==> config.mk <==
export PLATFORM = sky130hd
export DESIGN_NAME = button_press_classifier_unit_flat
export DESIGN_NICKNAME = d
export VERILOG_FILES = /design/src/design/bpc_pkg.sv /design/src/design/bpc_if.sv /design/src/design/button_press_classifier_unit.sv /design/src/flat_wrapper.sv
export SDC_FILE = /design/constraint.sdc
export NUM_CORES = 1
export LEC_CHECK = 0
export ABC_AREA = 1
export BUFFER_PORTS_ARGS = -buffer_cell sky130_fd_sc_hd__buf_2
export CAP_MARGIN = 20
export CORE_ASPECT_RATIO = 0.9
export CORE_MARGIN = 2
export CORE_UTILIZATION = 25
export DETAILED_ROUTE_END_ITERATION = 10
export SLEW_MARGIN = 10
export SYNTH_ARGS = -nofsm -noshare
export SYNTH_HDL_FRONTEND = slang
export SYNTH_SLANG_ARGS = --single-unit
==> constraint.sdc <==
create_clock -name clk -period 6.2 [get_ports clk]
set_input_delay 0.31 -clock clk [delete_from_list [all_inputs] [get_ports clk]]
set_output_delay 0.31 -clock clk [all_outputs]
set_load 0.005 [all_outputs]
==> src/design/bpc_pkg.sv <==
`timescale 1ns / 1ps

package bpc_pkg;

	// Widths of the request, result and configuration fields.
	localparam int unsigned REQ_TYPE_W = 2;
	localparam int unsigned BUTTON_W   = 3;
	localparam int unsigned NOW_W      = 32;
	localparam int unsigned CFG_IDX_W  = 2;
	localparam int unsigned CFG_DATA_W = 16;

	// Default build parameters.
	localparam int unsigned NUM_BUTTONS_DEF = 8;
	localparam int unsigned TIME_BITS_DEF   = 32;

	// Threshold values after reset, in milliseconds.
	localparam logic [CFG_DATA_W-1:0] SHORT_PRESS_RST = 16'd50;
	localparam logic [CFG_DATA_W-1:0] LONG_PRESS_RST  = 16'd1000;
	localparam logic [CFG_DATA_W-1:0] REPEAT_RST      = 16'd200;

	// Request codes.
	typedef enum logic [REQ_TYPE_W-1:0] {
		REQ_SHORT  = 2'd0,
		REQ_LONG   = 2'd1,
		REQ_REPEAT = 2'd2
	} req_type_t;

	// Configuration register indexes.
	typedef enum logic [CFG_IDX_W-1:0] {
		CFG_SHORT_PRESS = 2'd0,
		CFG_LONG_PRESS  = 2'd1,
		CFG_REPEAT      = 2'd2
	} cfg_index_t;

endpackage

==> src/design/bpc_if.sv <==
`timescale 1ns / 1ps

// Request channel: one button poll.
interface bpc_req_if;
	logic                                   valid;
	logic                                   ready;
	logic [bpc_pkg::REQ_TYPE_W-1:0]         req_type;
	logic [bpc_pkg::BUTTON_W-1:0]           button;
	logic                                   pressed;
	logic [bpc_pkg::NOW_W-1:0]              now_ms;
	logic                                   display_blanked;

	modport source (output valid, req_type, button, pressed, now_ms, display_blanked,
		input ready);
	modport sink (input valid, req_type, button, pressed, now_ms, display_blanked,
		output ready);
endinterface

// Result channel: one answer per request.
interface bpc_res_if;
	logic valid;
	logic ready;
	logic event_res;
	logic wake_display;

	modport source (output valid, event_res, wake_display, input ready);
	modport sink (input valid, event_res, wake_display, output ready);
endinterface

// Configuration write channel.
interface bpc_cfg_if;
	logic                            valid;
	logic                            ready;
	logic [bpc_pkg::CFG_IDX_W-1:0]   index;
	logic [bpc_pkg::CFG_DATA_W-1:0]  data;

	modport source (output valid, index, data, input ready);
	modport sink (input valid, index, data, output ready);
endinterface

==> src/design/button_press_classifier_unit.sv <==
`timescale 1ns / 1ps

// Button press classifier. Each request polls one button with a sampled level and the
// current millisecond time, and asks for a short-press query, a long-press query or a
// repeat mark; one result (event_res, wake_display) comes back for every request, in
// order. An accepted request is registered in the input stage; when the result register
// is free, the per-button state is read and updated and the answer is registered in the
// result register, from which it is offered.
// The per-button state lives in flip-flops, so a request to any button may follow in
// the very next cycle and one request is accepted per clock while the result side takes
// them. Thresholds are written through the configuration channel, which is always ready.
// Time differences wrap modulo 2^TIME_BITS.
module button_press_classifier_unit #(
	parameter int unsigned NUM_BUTTONS = bpc_pkg::NUM_BUTTONS_DEF,
	parameter int unsigned TIME_BITS   = bpc_pkg::TIME_BITS_DEF
) (
	input  logic clk,
	input  logic arst_n,
	bpc_req_if.sink   req,
	bpc_res_if.source res,
	bpc_cfg_if.sink   cfg
);
	import bpc_pkg::*;

	// Only buttons reachable through the button field get storage.
	localparam int unsigned DEPTH = (NUM_BUTTONS > (1 << BUTTON_W)) ?
		(1 << BUTTON_W) : NUM_BUTTONS;
	localparam int unsigned IDX_W = (DEPTH > 1) ? $clog2(DEPTH) : 1;
	localparam int unsigned TW    = TIME_BITS;

	// Configuration registers.
	logic [CFG_DATA_W-1:0] short_press_q;
	logic [CFG_DATA_W-1:0] long_press_q;
	logic [CFG_DATA_W-1:0] repeat_q;

	// Per-button state.
	logic          short_armed_q   [DEPTH];
	logic          short_timing_q  [DEPTH];
	logic [TW-1:0] short_start_q   [DEPTH];
	logic          long_armed_q    [DEPTH];
	logic          long_timing_q   [DEPTH];
	logic [TW-1:0] long_start_q    [DEPTH];
	logic          repeat_active_q [DEPTH];
	logic [TW-1:0] repeat_start_q  [DEPTH];

	// Input stage.
	logic                  valid_s1;
	logic [REQ_TYPE_W-1:0] req_type_s1;
	logic [BUTTON_W-1:0]   button_s1;
	logic                  pressed_s1;
	logic [TW-1:0]         now_s1;
	logic                  blanked_s1;

	// Result stage.
	logic valid_s2;
	logic event_s2;
	logic wake_s2;

	// Handshake and datapath signals.
	logic                  out_free;
	logic                  adv_s1;
	logic [IDX_W-1:0]      idx;
	logic                  in_range;
	logic                  is_long;
	logic                  sel_armed;
	logic                  sel_timing;
	logic [TW-1:0]         sel_start;
	logic [CFG_DATA_W-1:0] sel_limit;
	logic                  begin_hold;
	logic [TW-1:0]         start_nxt;
	logic                  timing_nxt;
	logic                  armed_nxt;
	logic                  fire;
	logic [TW-1:0]         hold_time;
	logic [TW-1:0]         repeat_time;
	logic                  repeat_fire;
	logic                  event_nxt;
	logic                  wake_nxt;

	// Flow control: the input stage moves whenever the result register is free.
	assign out_free  = !valid_s2 || res.ready;
	assign adv_s1    = valid_s1 && out_free;
	assign req.ready = !valid_s1 || out_free;
	assign cfg.ready = 1'b1;

	assign res.valid        = valid_s2;
	assign res.event_res    = event_s2;
	assign res.wake_display = wake_s2;

	// Decode the button of the request in the input stage.
	assign idx      = button_s1[IDX_W-1:0];
	assign in_range = ({1'b0, button_s1} < (BUTTON_W + 1)'(DEPTH));
	assign is_long  = (req_type_s1 == REQ_LONG);

	// Select the short or long qualifier of the addressed button.
	always_comb begin
		if (is_long) begin
			sel_armed  = long_armed_q[idx];
			sel_timing = long_timing_q[idx];
			sel_start  = long_start_q[idx];
			sel_limit  = long_press_q;
		end else begin
			sel_armed  = short_armed_q[idx];
			sel_timing = short_timing_q[idx];
			sel_start  = short_start_q[idx];
			sel_limit  = short_press_q;
		end
	end

	// Press qualifier: start timing on a fresh press, fire once past the limit,
	// re-arm on release.
	always_comb begin
		begin_hold = pressed_s1 && sel_armed && !sel_timing;
		start_nxt  = begin_hold ? now_s1 : sel_start;
		hold_time  = now_s1 - start_nxt;
		fire       = pressed_s1 && sel_armed && (hold_time > TW'(sel_limit));
		if (fire) begin
			armed_nxt  = 1'b0;
			timing_nxt = 1'b0;
		end else if (!pressed_s1) begin
			armed_nxt  = 1'b1;
			timing_nxt = 1'b0;
		end else begin
			armed_nxt  = sel_armed;
			timing_nxt = sel_timing || begin_hold;
		end
	end

	// Auto-repeat check for a long query that did not fire.
	assign repeat_time = now_s1 - repeat_start_q[idx];
	assign repeat_fire = repeat_active_q[idx] && pressed_s1 &&
		(repeat_time > TW'(repeat_q));

	// Result of the request.
	always_comb begin
		event_nxt = 1'b0;
		wake_nxt  = 1'b0;
		if (in_range) begin
			case (req_type_s1)
				REQ_SHORT: begin
					wake_nxt  = fire;
					event_nxt = fire && !blanked_s1;
				end
				REQ_LONG: begin
					wake_nxt  = fire;
					event_nxt = fire ? !blanked_s1 : repeat_fire;
				end
				default: begin
					event_nxt = 1'b0;
					wake_nxt  = 1'b0;
				end
			endcase
		end
	end

	// Configuration writes; indexes beyond the list are ignored.
	always_ff @(posedge clk or negedge arst_n) begin
		if (!arst_n) begin
			short_press_q <= SHORT_PRESS_RST;
			long_press_q  <= LONG_PRESS_RST;
			repeat_q      <= REPEAT_RST;
		end else if (cfg.valid) begin
			unique case (cfg.index)
				CFG_SHORT_PRESS: short_press_q <= cfg.data;
				CFG_LONG_PRESS:  long_press_q  <= cfg.data;
				CFG_REPEAT:      repeat_q      <= cfg.data;
				default: ;
			endcase
		end
	end

	// Input stage control.
	always_ff @(posedge clk or negedge arst_n) begin
		if (!arst_n) begin
			valid_s1 <= 1'b0;
		end else if (req.ready) begin
			valid_s1 <= req.valid;
		end
	end

	// Input stage payload.
	always_ff @(posedge clk) begin
		if (req.valid && req.ready) begin
			req_type_s1 <= req.req_type;
			button_s1   <= req.button;
			pressed_s1  <= req.pressed;
			now_s1      <= TW'(req.now_ms);
			blanked_s1  <= req.display_blanked;
		end
	end

	// Result register.
	always_ff @(posedge clk or negedge arst_n) begin
		if (!arst_n) begin
			valid_s2 <= 1'b0;
			event_s2 <= 1'b0;
			wake_s2  <= 1'b0;
		end else if (out_free) begin
			valid_s2 <= valid_s1;
			if (valid_s1) begin
				event_s2 <= event_nxt;
				wake_s2  <= wake_nxt;
			end
		end
	end

	// Per-button flags, updated as the request leaves the input stage.
	always_ff @(posedge clk or negedge arst_n) begin
		if (!arst_n) begin
			for (int i = 0; i < DEPTH; i++) begin
				short_armed_q[i]   <= 1'b1;
				short_timing_q[i]  <= 1'b0;
				long_armed_q[i]    <= 1'b1;
				long_timing_q[i]   <= 1'b0;
				repeat_active_q[i] <= 1'b0;
			end
		end else if (adv_s1 && in_range) begin
			case (req_type_s1)
				REQ_SHORT: begin
					short_armed_q[idx]  <= armed_nxt;
					short_timing_q[idx] <= timing_nxt;
				end
				REQ_LONG: begin
					long_armed_q[idx]  <= armed_nxt;
					long_timing_q[idx] <= timing_nxt;
					if (!fire && !pressed_s1) begin
						repeat_active_q[idx] <= 1'b0;
					end
				end
				REQ_REPEAT: begin
					repeat_active_q[idx] <= 1'b1;
				end
				default: ;
			endcase
		end
	end

	// Per-button start times; each is only read after its flag shows it written.
	always_ff @(posedge clk) begin
		if (adv_s1 && in_range) begin
			case (req_type_s1)
				REQ_SHORT:  short_start_q[idx]  <= start_nxt;
				REQ_LONG:   long_start_q[idx]   <= start_nxt;
				REQ_REPEAT: repeat_start_q[idx] <= now_s1;
				default: ;
			endcase
		end
	end

endmodule

==> src/flat_wrapper.sv <==
// flat-port wrapper written by rule: the top's interface ports become plain ports
module button_press_classifier_unit_flat import bpc_pkg::*;
#(
	parameter int unsigned NUM_BUTTONS = bpc_pkg::NUM_BUTTONS_DEF,
	parameter int unsigned TIME_BITS   = bpc_pkg::TIME_BITS_DEF
)
  (clk, arst_n, req_valid, req_req_type, req_button, req_pressed, req_now_ms, req_display_blanked, req_ready, res_valid, res_event_res, res_wake_display, res_ready, cfg_valid, cfg_index, cfg_data, cfg_ready);
  bpc_req_if req_i ();
  bpc_res_if res_i ();
  bpc_cfg_if cfg_i ();
  input  logic clk;
  input  logic arst_n;
  input wire logic [$bits(req_i.valid)-1:0] req_valid;
  input wire logic [$bits(req_i.req_type)-1:0] req_req_type;
  input wire logic [$bits(req_i.button)-1:0] req_button;
  input wire logic [$bits(req_i.pressed)-1:0] req_pressed;
  input wire logic [$bits(req_i.now_ms)-1:0] req_now_ms;
  input wire logic [$bits(req_i.display_blanked)-1:0] req_display_blanked;
  output wire logic [$bits(req_i.ready)-1:0] req_ready;
  output wire logic [$bits(res_i.valid)-1:0] res_valid;
  output wire logic [$bits(res_i.event_res)-1:0] res_event_res;
  output wire logic [$bits(res_i.wake_display)-1:0] res_wake_display;
  input wire logic [$bits(res_i.ready)-1:0] res_ready;
  input wire logic [$bits(cfg_i.valid)-1:0] cfg_valid;
  input wire logic [$bits(cfg_i.index)-1:0] cfg_index;
  input wire logic [$bits(cfg_i.data)-1:0] cfg_data;
  output wire logic [$bits(cfg_i.ready)-1:0] cfg_ready;
  assign req_i.valid = req_valid;
  assign req_i.req_type = req_req_type;
  assign req_i.button = req_button;
  assign req_i.pressed = req_pressed;
  assign req_i.now_ms = req_now_ms;
  assign req_i.display_blanked = req_display_blanked;
  assign req_ready = req_i.ready;
  assign res_valid = res_i.valid;
  assign res_event_res = res_i.event_res;
  assign res_wake_display = res_i.wake_display;
  assign res_i.ready = res_ready;
  assign cfg_i.valid = cfg_valid;
  assign cfg_i.index = cfg_index;
  assign cfg_i.data = cfg_data;
  assign cfg_ready = cfg_i.ready;
  button_press_classifier_unit #(.NUM_BUTTONS(NUM_BUTTONS), .TIME_BITS(TIME_BITS)) u_core (.clk(clk), .arst_n(arst_n), .req(req_i), .res(res_i), .cfg(cfg_i));
endmodule
==> results of run 1 <==
## worst max-delay path by stage
stage / endpoint / slack [ns] / cells after the start
global route: u_core.long_timing_q[7] / 0.01 / 23
global placement: u_core.short_armed_q[4] / 0.61 / 28
floorplan: u_core.long_armed_q[0] / 1.01 / 34
detailed placement: u_core.long_timing_q[7] / 0.57 / 30
finish: u_core.long_timing_q[7] / 0.44 / 22
CTS: u_core.long_timing_q[7] / 0.55 / 24
## synthesized netlist by cell type (all sizes together) (4+ instances only)
library cell and n:
o21a 4, inv 282, mux2i 15, a21oi 90
nand3 115, nand2 608, a21o 5, xnor2 5
edfxtp 807, clkbuf 149, nand4 19, nand3b 8
buf 33, nor3 16, o211ai 45, dfrtp 64
dfstp 28, nor2 529, o21bai 9, o22ai 70
o21ai 548, ha 96, o221ai 111, xor2 26
## what timing repair did
action                                  4_1_cts  5_1_grt
hold buffers                                 57        0
hold endpoints to repair                    117        0
resized for setup                             0        1
buffers inserted                              0        1
endpoints found under the setup margin        0        4
## logic make-up (layout without fill, tap and decap cells)
group	count (synthesis)	in the layout	synth area share [%]
compound gates	893	893	12.8
xor+xnor	31	31	0.671
flops	902	902	65.8
fa+ha+maj	98	98	3.07
mux	15	15	0.371
simple gates	1300	1300	12.8
other cells	1	2	0.00927
buf+inv	465	671	4.47
## registers in the layout (all words and copies together), names as in the netlist, named ones only
signal                   cells
u_core.long_armed_q          8
u_core.long_timing_q         8
u_core.pressed_s1            1
u_core.repeat_start_q      256
u_core.res.wake_display      1
u_core.now_s1               32
u_core.short_timing_q        8
u_core.short_armed_q         8
u_core.res.valid             1
u_core.repeat_q             16
u_core.valid_s1              1
u_core.long_start_q        256
u_core.long_press_q         16
u_core.short_start_q       256
u_core.short_press_q        16
u_core.button_s1             3
u_core.res.event_res         1
u_core.blanked_s1            1
u_core.req_type_s1           2
## final cells by class
cell class,count,area [um2],area share [%]
inverter,283,1070,2.27
timing repair buffer,216,1720,3.64
multi-input combinational,2338,12200,25.8
clock inverter,63,532,1.12
clock buffer,109,2430,5.13
antenna,1,2.50,0.00529
tap,2130,2670,5.64
sequential,902,26600,56.4
## layer usage
metal	vias to the layer above	GRT usage, %
met5	-	0
met4	0	4.10
met3	157	1.83
met2	935	20.6
met1	14104	19.5
li1	13428	-
## worst max-delay path, cell delays in order, from the launching register on
cell and delay, ns:
dfxtp_4 0.62, buf_4 0.56, buf_4 0.51, o21ai_0 0.16, o221ai_1 0.20, o211ai_1 0.14, nand2_1 0.19, nand2_1 0.06
o21ai_1 0.19, inv_1 0.11, ha_1 0.40, a21oi_1 0.21, o21ai_0 0.18, nand2_1 0.10, nand3_1 0.10, o21bai_1 0.22
a21oi_1 0.37, nand3_1 0.14, nand2_1 0.18, nand4_2 0.27, nand2_2 0.41, nand3_1 0.12, o21ai_0 0.11
## power breakdown
group | switching (mW) | leakage (nW) | internal [mW]
combinational | 2.30 | 7.20 | 1.08
clock | 2.39 | 1.44 | 3.03
sequential | 0.174 | 8.43 | 7.10
## stage by stage
| stage | util [%] | instance area [um2] | power (mW) |
|---|---|---|---|
| finish | 29.3 | 47300 | 16.1 |
| global route | 29.3 | 47300 | 16.9 |
| CTS | 29.3 | 47200 | 16.1 |
| detailed placement | 27.1 | 43700 | 10.7 |
| global placement | 27.1 | 43700 | 10.7 |
| floorplan | - | 40500 | 9.57 |
==> results.txt, run 1 <==
The synthesized flop and latch total was 902. The violation count after the first detailed-route iteration came out at 3132. The final critical delay including setup and external delays was 5.76 ns. Clock tree synthesis inserted a total of 93 buffers. The tools report the startpoint class of the critical path as a register. TritonCTS built the clock tree.

After clock tree synthesis, the clock-pin slew on the worst setup and hold paths is 0.06 ns. The initialized floorplan defines 140 standard-cell rows. Horizontal die dimension: 428 um. The biggest area contributor in the post-synthesis netlist is edfxtp_1. Summing the sequential cell areas from Yosys gives 65.8% of the chip area. The share of synthesized flip-flops with an asynchronous set or reset works out to 10.2%.

The worst hold path belongs to the class input pin to register. The later pin in the worst-skew pair is clocked with a latency of 0.68 ns. Yosys mapped the design onto 51 distinct sky130hd cell types. The setup check on the worst reg-to-reg path leaves a slack of 0.44 ns.

In this run the clock root is driven by a clkbuf_16. Compared with the post-synthesis result, the final layout area differs by 16.9%. The run gives 0 as the number of hold-slack violations in the final timing report. The number of standard cells in the final layout excluding fillers is 6042, and the placeable core region is 0.161 mm2. The worst-case reg-to-reg path depth works out to 22. Capturing point of the worst reg2reg path: u_core.long_timing_q[7]. The detailed-route vias per instance is 4.74.

Synthesis produced a netlist whose cell count is 3705. The total overflow left after global routing is 0. The aggregate global-route resource usage was 13.4%.

STA classifies the critical path endpoint as a register. After detailed routing, the number of remaining DRC violations is 0. The via count of the first global-routing pass was 27449; the HPWL after detailed placement was 67800 um. The wire length on met3 is 6620 um, and the number of synthesized flops with an enable pin is 807. Minimum setup slack after placement: 0.566 ns. The routed length per instance is 18.8 um. Summed over all failing endpoints, the final setup total negative slack is 0 ns. The global-route wire length before repair came out at 171000 um. The count of maximum capacitance violations is 0.

The most frequently used flop master after synthesis was edfxtp_1. The critical path is of the register to register type. The maximum VDD drop was 0.223 mV.

For the fmax, the log shows 174 MHz. The worst hold path begins at cfg_data[8]. Once detail routing completed, the nets flagged for antenna violations numbered 0. The relative slew slack was 25.5%. The run gives 0 as the total of endpoints with negative setup slack in the final report. The library cells used most frequently in the layout, excluding fill and tap cells, are edfxtp_1 (807), nand2_1 (605), o21ai_0 (539). The number of detailed-routing iterations run before antenna repair was 7; the net count after synthesis was 3865.

The tools report the boundary pin count as 67. The detailed-route via count was 28624; the number of max-slew violations in the final report was 0. Signal routing reaches up to met4. The vertical die dimension is 386 um, and the leakage power summed over all cells is 17.1 nW. Averaged over all synthesized cells, the footprint is 10.9 um2. Setup repair after global routing left no endpoint under its margin. The total power per unit cell area works out to 340 mW/mm2.

On the final layout, the worst hold slack is 0.0263 ns. The tools report the overall die area as 0.165 mm2. For hold timing, the worst endpoint is u_core.short_press_q[8]. Fill cell instance count of the final layout: 16377. The summed instance area of the synthesized netlist is 0.0405 mm2. The Yosys step of the flow raised 0 warnings.

Summed over all nets, wire length on met2 after detailed routing comes to 49900 um. The run gives 3 as the initial antenna violation count. Counting instances, the worst hold path has a depth of 3.

The worst-path maximum fanout works out to 47. The tools report the signal arrival time at the worst endpoint as 6.34 ns. The tools report the number of H-tree levels as 3. The count of buffers from port buffering is 65, and the required time at the worst-slack endpoint is 6.79 ns. After detailed routing, the wire length on met1 is 54200 um.

The post-route clock period utilization is 92.8%. In the post-route analysis, the smallest setup slack over all paths is 0.444 ns. The flow ran to the end, and the final reports show no timing, DRC or antenna violations.

The final layout contains 3994 nets. The transition time of the tightest slew-check pin works out to 1.11 ns. For the clock sink count, the log shows 902. The maximum number of pins on one net before global-route repair came out at 131. The routability congestion estimate from global placement is 0.939.

In the final layout, the share of cells above drive strength 1 is 9.33%. Once placement completed, the tool counted placed cells totaling 5809. The final layout contains routed wiring with a total length of 113000 um.

Leaving out fill and tap cells, the most frequent cell in the layout is edfxtp_1. The synthesized design devotes to its leading area cell type 59.9% of total area. Once the floorplan was initialized, standard cells occupied 25.1% of the core.

The run gives 0.0300 ns as the worst clock skew. Worst-case clock buffer depth: 3. By area the synthesized netlist is led by edfxtp_1 (60%), o21ai_0 (6.7%), nand2_1 (5.6%).
Power figures use the tool's default switching activity.
==> run 2: changes to the inputs <==
--- a/config.mk
+++ b/config.mk
@@ -12,6 +12,7 @@
 export CORE_MARGIN = 2
 export CORE_UTILIZATION = 25
 export DETAILED_ROUTE_END_ITERATION = 10
+export HOLD_SLACK_MARGIN = 0.06
 export SLEW_MARGIN = 10
 export SYNTH_ARGS = -nofsm -noshare
 export SYNTH_HDL_FRONTEND = slang
==> run 2 against run 1 <==
Compared with the run above: critical path depth unchanged; cell count about the same; total power hardly changed; count of clock-buffer cells in the layout unchanged; wire length rose by 0.14%; first-iteration DRC count up 1.5%; highest routed layer unchanged.
==> results.txt, run 2 (synthesis gave the netlist of run 1 again) <==
The flow ran to the end, and the final reports show no timing, DRC or antenna violations. The worst setup path is captured at a register. For the overall die area, the log shows 0.165 mm2 (unchanged). The count of maximum capacitance violations came out at 0 (unchanged). The critical path is of the register to register type.

The tools report the placement row count as 140 (unchanged). The remaining antenna violation count came out at 0 (unchanged). Startpoint class of the critical path: a register. The signal arrival time at the worst endpoint was 6.34 ns (about the same).

The final net count is 3997 (+0.075%). The DRC violations left is 0 (unchanged). The library cells used most frequently in the layout, excluding fill and tap cells, are edfxtp_1 (807), nand2_1 (605), o21ai_0 (539).

Placeable core region: 0.161 mm2 (unchanged). The run gives 114000 um (+0.14%) as the sum of routed wire length over all layers. The number of hold-slack violations in the final timing report is 0 (unchanged), and the final setup TNS is 0 ns (unchanged). The worst-path maximum fanout was 47 (unchanged); the detailed-route vias per instance was 4.75 (+0.18%). For the required time at the worst-slack endpoint, the log shows 6.79 ns (about the same). The worst-case clock buffer depth is 3 (unchanged). The tools report the initial antenna violation count as 3 (unchanged).

The number of H-tree levels is 3 (unchanged). Total of endpoints with negative setup slack in the final report: 0 (unchanged). The run gives 0.68 ns (about the same) as the clock latency at the later pin of the worst-skew pair. The detailed-route via count was 28690 (+0.23%). The violation count after the first detailed-route iteration is 3178 (+1.5%). Total buffers and inverters traversed by the critical path: 4 (+1). The total power per unit cell area is 340 mW/mm2 (about the same), and the count of buffers from port buffering is 65 (unchanged). The total chip power was 16.1 mW (about the same). The run gives 0.454 ns (+0.00975 ns) as the setup slack after layout. The number of detailed-routing iterations run before antenna repair is 6 (-1), and the worst clock skew is 0.0293 ns (-0.000630 ns). For the cell area after placement, the log shows 0.0437 mm2 (unchanged).

The number of cells on the critical path came out at 22 (unchanged). The largest registers in the layout are u_core.long_start_q (256), u_core.repeat_start_q (256), u_core.short_start_q (256). The post-route clock period utilization came out at 92.7% (-0.16 points). Following the worst setup path forward leads to its endpoint at u_core.long_timing_q[1]. By instance count, the cell type seen most on the critical path is nand2_1.

For the via count of the first global-routing pass, the log shows 27468 (+0.069%). Traced cell by cell, the critical path runs through buf_4 > buf_4 > o21ai_0 > o221ai_1 > o211ai_1 > nand2_1 > nand2_1 > o21ai_1 > inv_1 > ha_1 > nand2_1 > inv_1 > a21oi_1 > a21boi_0 > o21bai_1 > a21oi_1 > nand3_1 > nand2_1 > nand4_2 > nand2_2 > nand3_1 > nand2_1. The worst-case reg-to-reg path depth was 22 (unchanged); the global-route congestion overflow total was 0 (unchanged).

In this run the clock root is driven by a clkbuf_16. The horizontal die dimension was 428 um (unchanged). The routed length per instance came out at 18.8 um (about the same). The growth of design area from synthesis to finish came out at 16.9% (about the same). The endpoint identified for the worst register-to-register timing path is u_core.long_timing_q[1]. The run gives 0.45 ns (about the same) as the reg-to-reg setup timing slack. The maximum number of pins on one net before global-route repair is 131 (unchanged). The transition time of the tightest slew-check pin works out to 1.12 ns (+0.00691 ns).

The standard cell with the maximum stage delay on the critical path was dfxtp_4. The run gives 25.1% (unchanged) as the starting density of the core. The routability congestion estimate from global placement is 0.939 (unchanged). The maximum VDD drop was 0.224 mV (+0.52%); the CTS buffer count was 93 (unchanged). The layout cell share with drive strength beyond 1 is 9.33% (about the same), and the relative slew slack is 25.1% (-0.46 points). The peak per-stage delay on the critical path came out at 0.62 ns (about the same). The leakage power summed over all cells is 17.1 nW (about the same). Setup repair after global routing left no endpoint under its margin. The run gives 171000 um (about the same) as the global-route wire length before repair.

Type of the tightest min-delay check: input pin to register. Among cell families on the critical path, the largest total delay comes from simple AND/OR/NAND/NOR gates. For the fmax, the log shows 174 MHz (+0.17%).

The final critical delay including setup and external delays was 5.75 ns (-0.00975 ns); the clock input transition at the sequential cells of the worst setup and hold paths was 0.06 ns (about the same). The boundary pin count is 67 (unchanged). The tools report the HPWL after detailed placement as 67800 um (unchanged). The vertical die dimension was 386 um (unchanged); the minimum setup slack after placement was 0.566 ns (unchanged).

The clock sink count was 902 (unchanged). The library cell used most frequently in the layout, excluding fill and tap cells, is edfxtp_1. TritonCTS built the clock tree. The number of max-slew violations in the final report is 0 (unchanged), and the final instance area is 0.0473 mm2 (about the same). The tools report the aggregate global-route resource usage as 13.4% (about the same).
==> run 2: changes by cell type in the layout (fill, tap and decap cells not counted) <==
cell,previous run,this run
dlygate4sd3_1,57,60
==> run 2: what timing repair did <==
item,in CTS,in global routing
buffers inserted,0,1
endpoints found under the setup margin,0,4
hold buffers,60,0
resized for setup,0,1
endpoints found under the hold margin,124,0
==> run 2: layout make-up <==
class                   count  area [um2]
repair buffers            219        1750
multi-input cells        2338       12200
inverters                 283        1070
clock inverters            63         532
clock buffers             109        2430
well taps                2130        2670
fillers                 16371      114000
flip-flops and latches    902       26600
diodes                      1        2.50
==> run 2: layer usage <==
metal | track usage, % | part of all wire (%) | vias up
li1 | - | - | 13439
met1 | 19.5 | 48 | 14120
met2 | 20.6 | 44 | 976
met3 | 1.83 | 6.2 | 155
met4 | 4.10 | 2.4 | 0
met5 | 0 | 0 | -
==> run 2: where the power goes <==
group	internal [mW]	switching [mW]
Combinational	1.08	2.31
Clock	3.03	2.39
Sequential	7.10	0.174
Total	11.2	4.88
==> run 2: per-stage QoR <==
step	cells	hold WS, ns	util (%)
after global routing	6045	0.113	29.3
final	6045	0.0754	29.3
after global placement	5809	0.276	27.1
after floorplan	3705	0.0144	-
after detailed placement	5809	0.290	27.1
after CTS	6041	0.107	29.3
==> run 2: worst min-delay path by stage <==
| stage | slack, ns | to | from | cells past startpoint |
|---|---|---|---|---|
| detailed placement | 0.29 | u_core.short_press_q[3] | arst_n | 1 |
| global route | 0.11 | u_core.short_press_q[1] | cfg_valid | 3 |
| floorplan | 0.01 | asynchronous set/reset pin | arst_n | 0 |
| CTS | 0.11 | u_core.short_timing_q[6] | arst_n | 2 |
| finish | 0.08 | u_core.short_press_q[1] | cfg_index[1] | 4 |
| global placement | 0.28 | u_core.short_press_q[3] | arst_n | 1 |
==> run 2: worst min-delay path, cell delays in order <==
cell	delay, ns
buf_2	0.09
nor2_1	0.03
nand2_1	0.18
o21ai_0	0.11
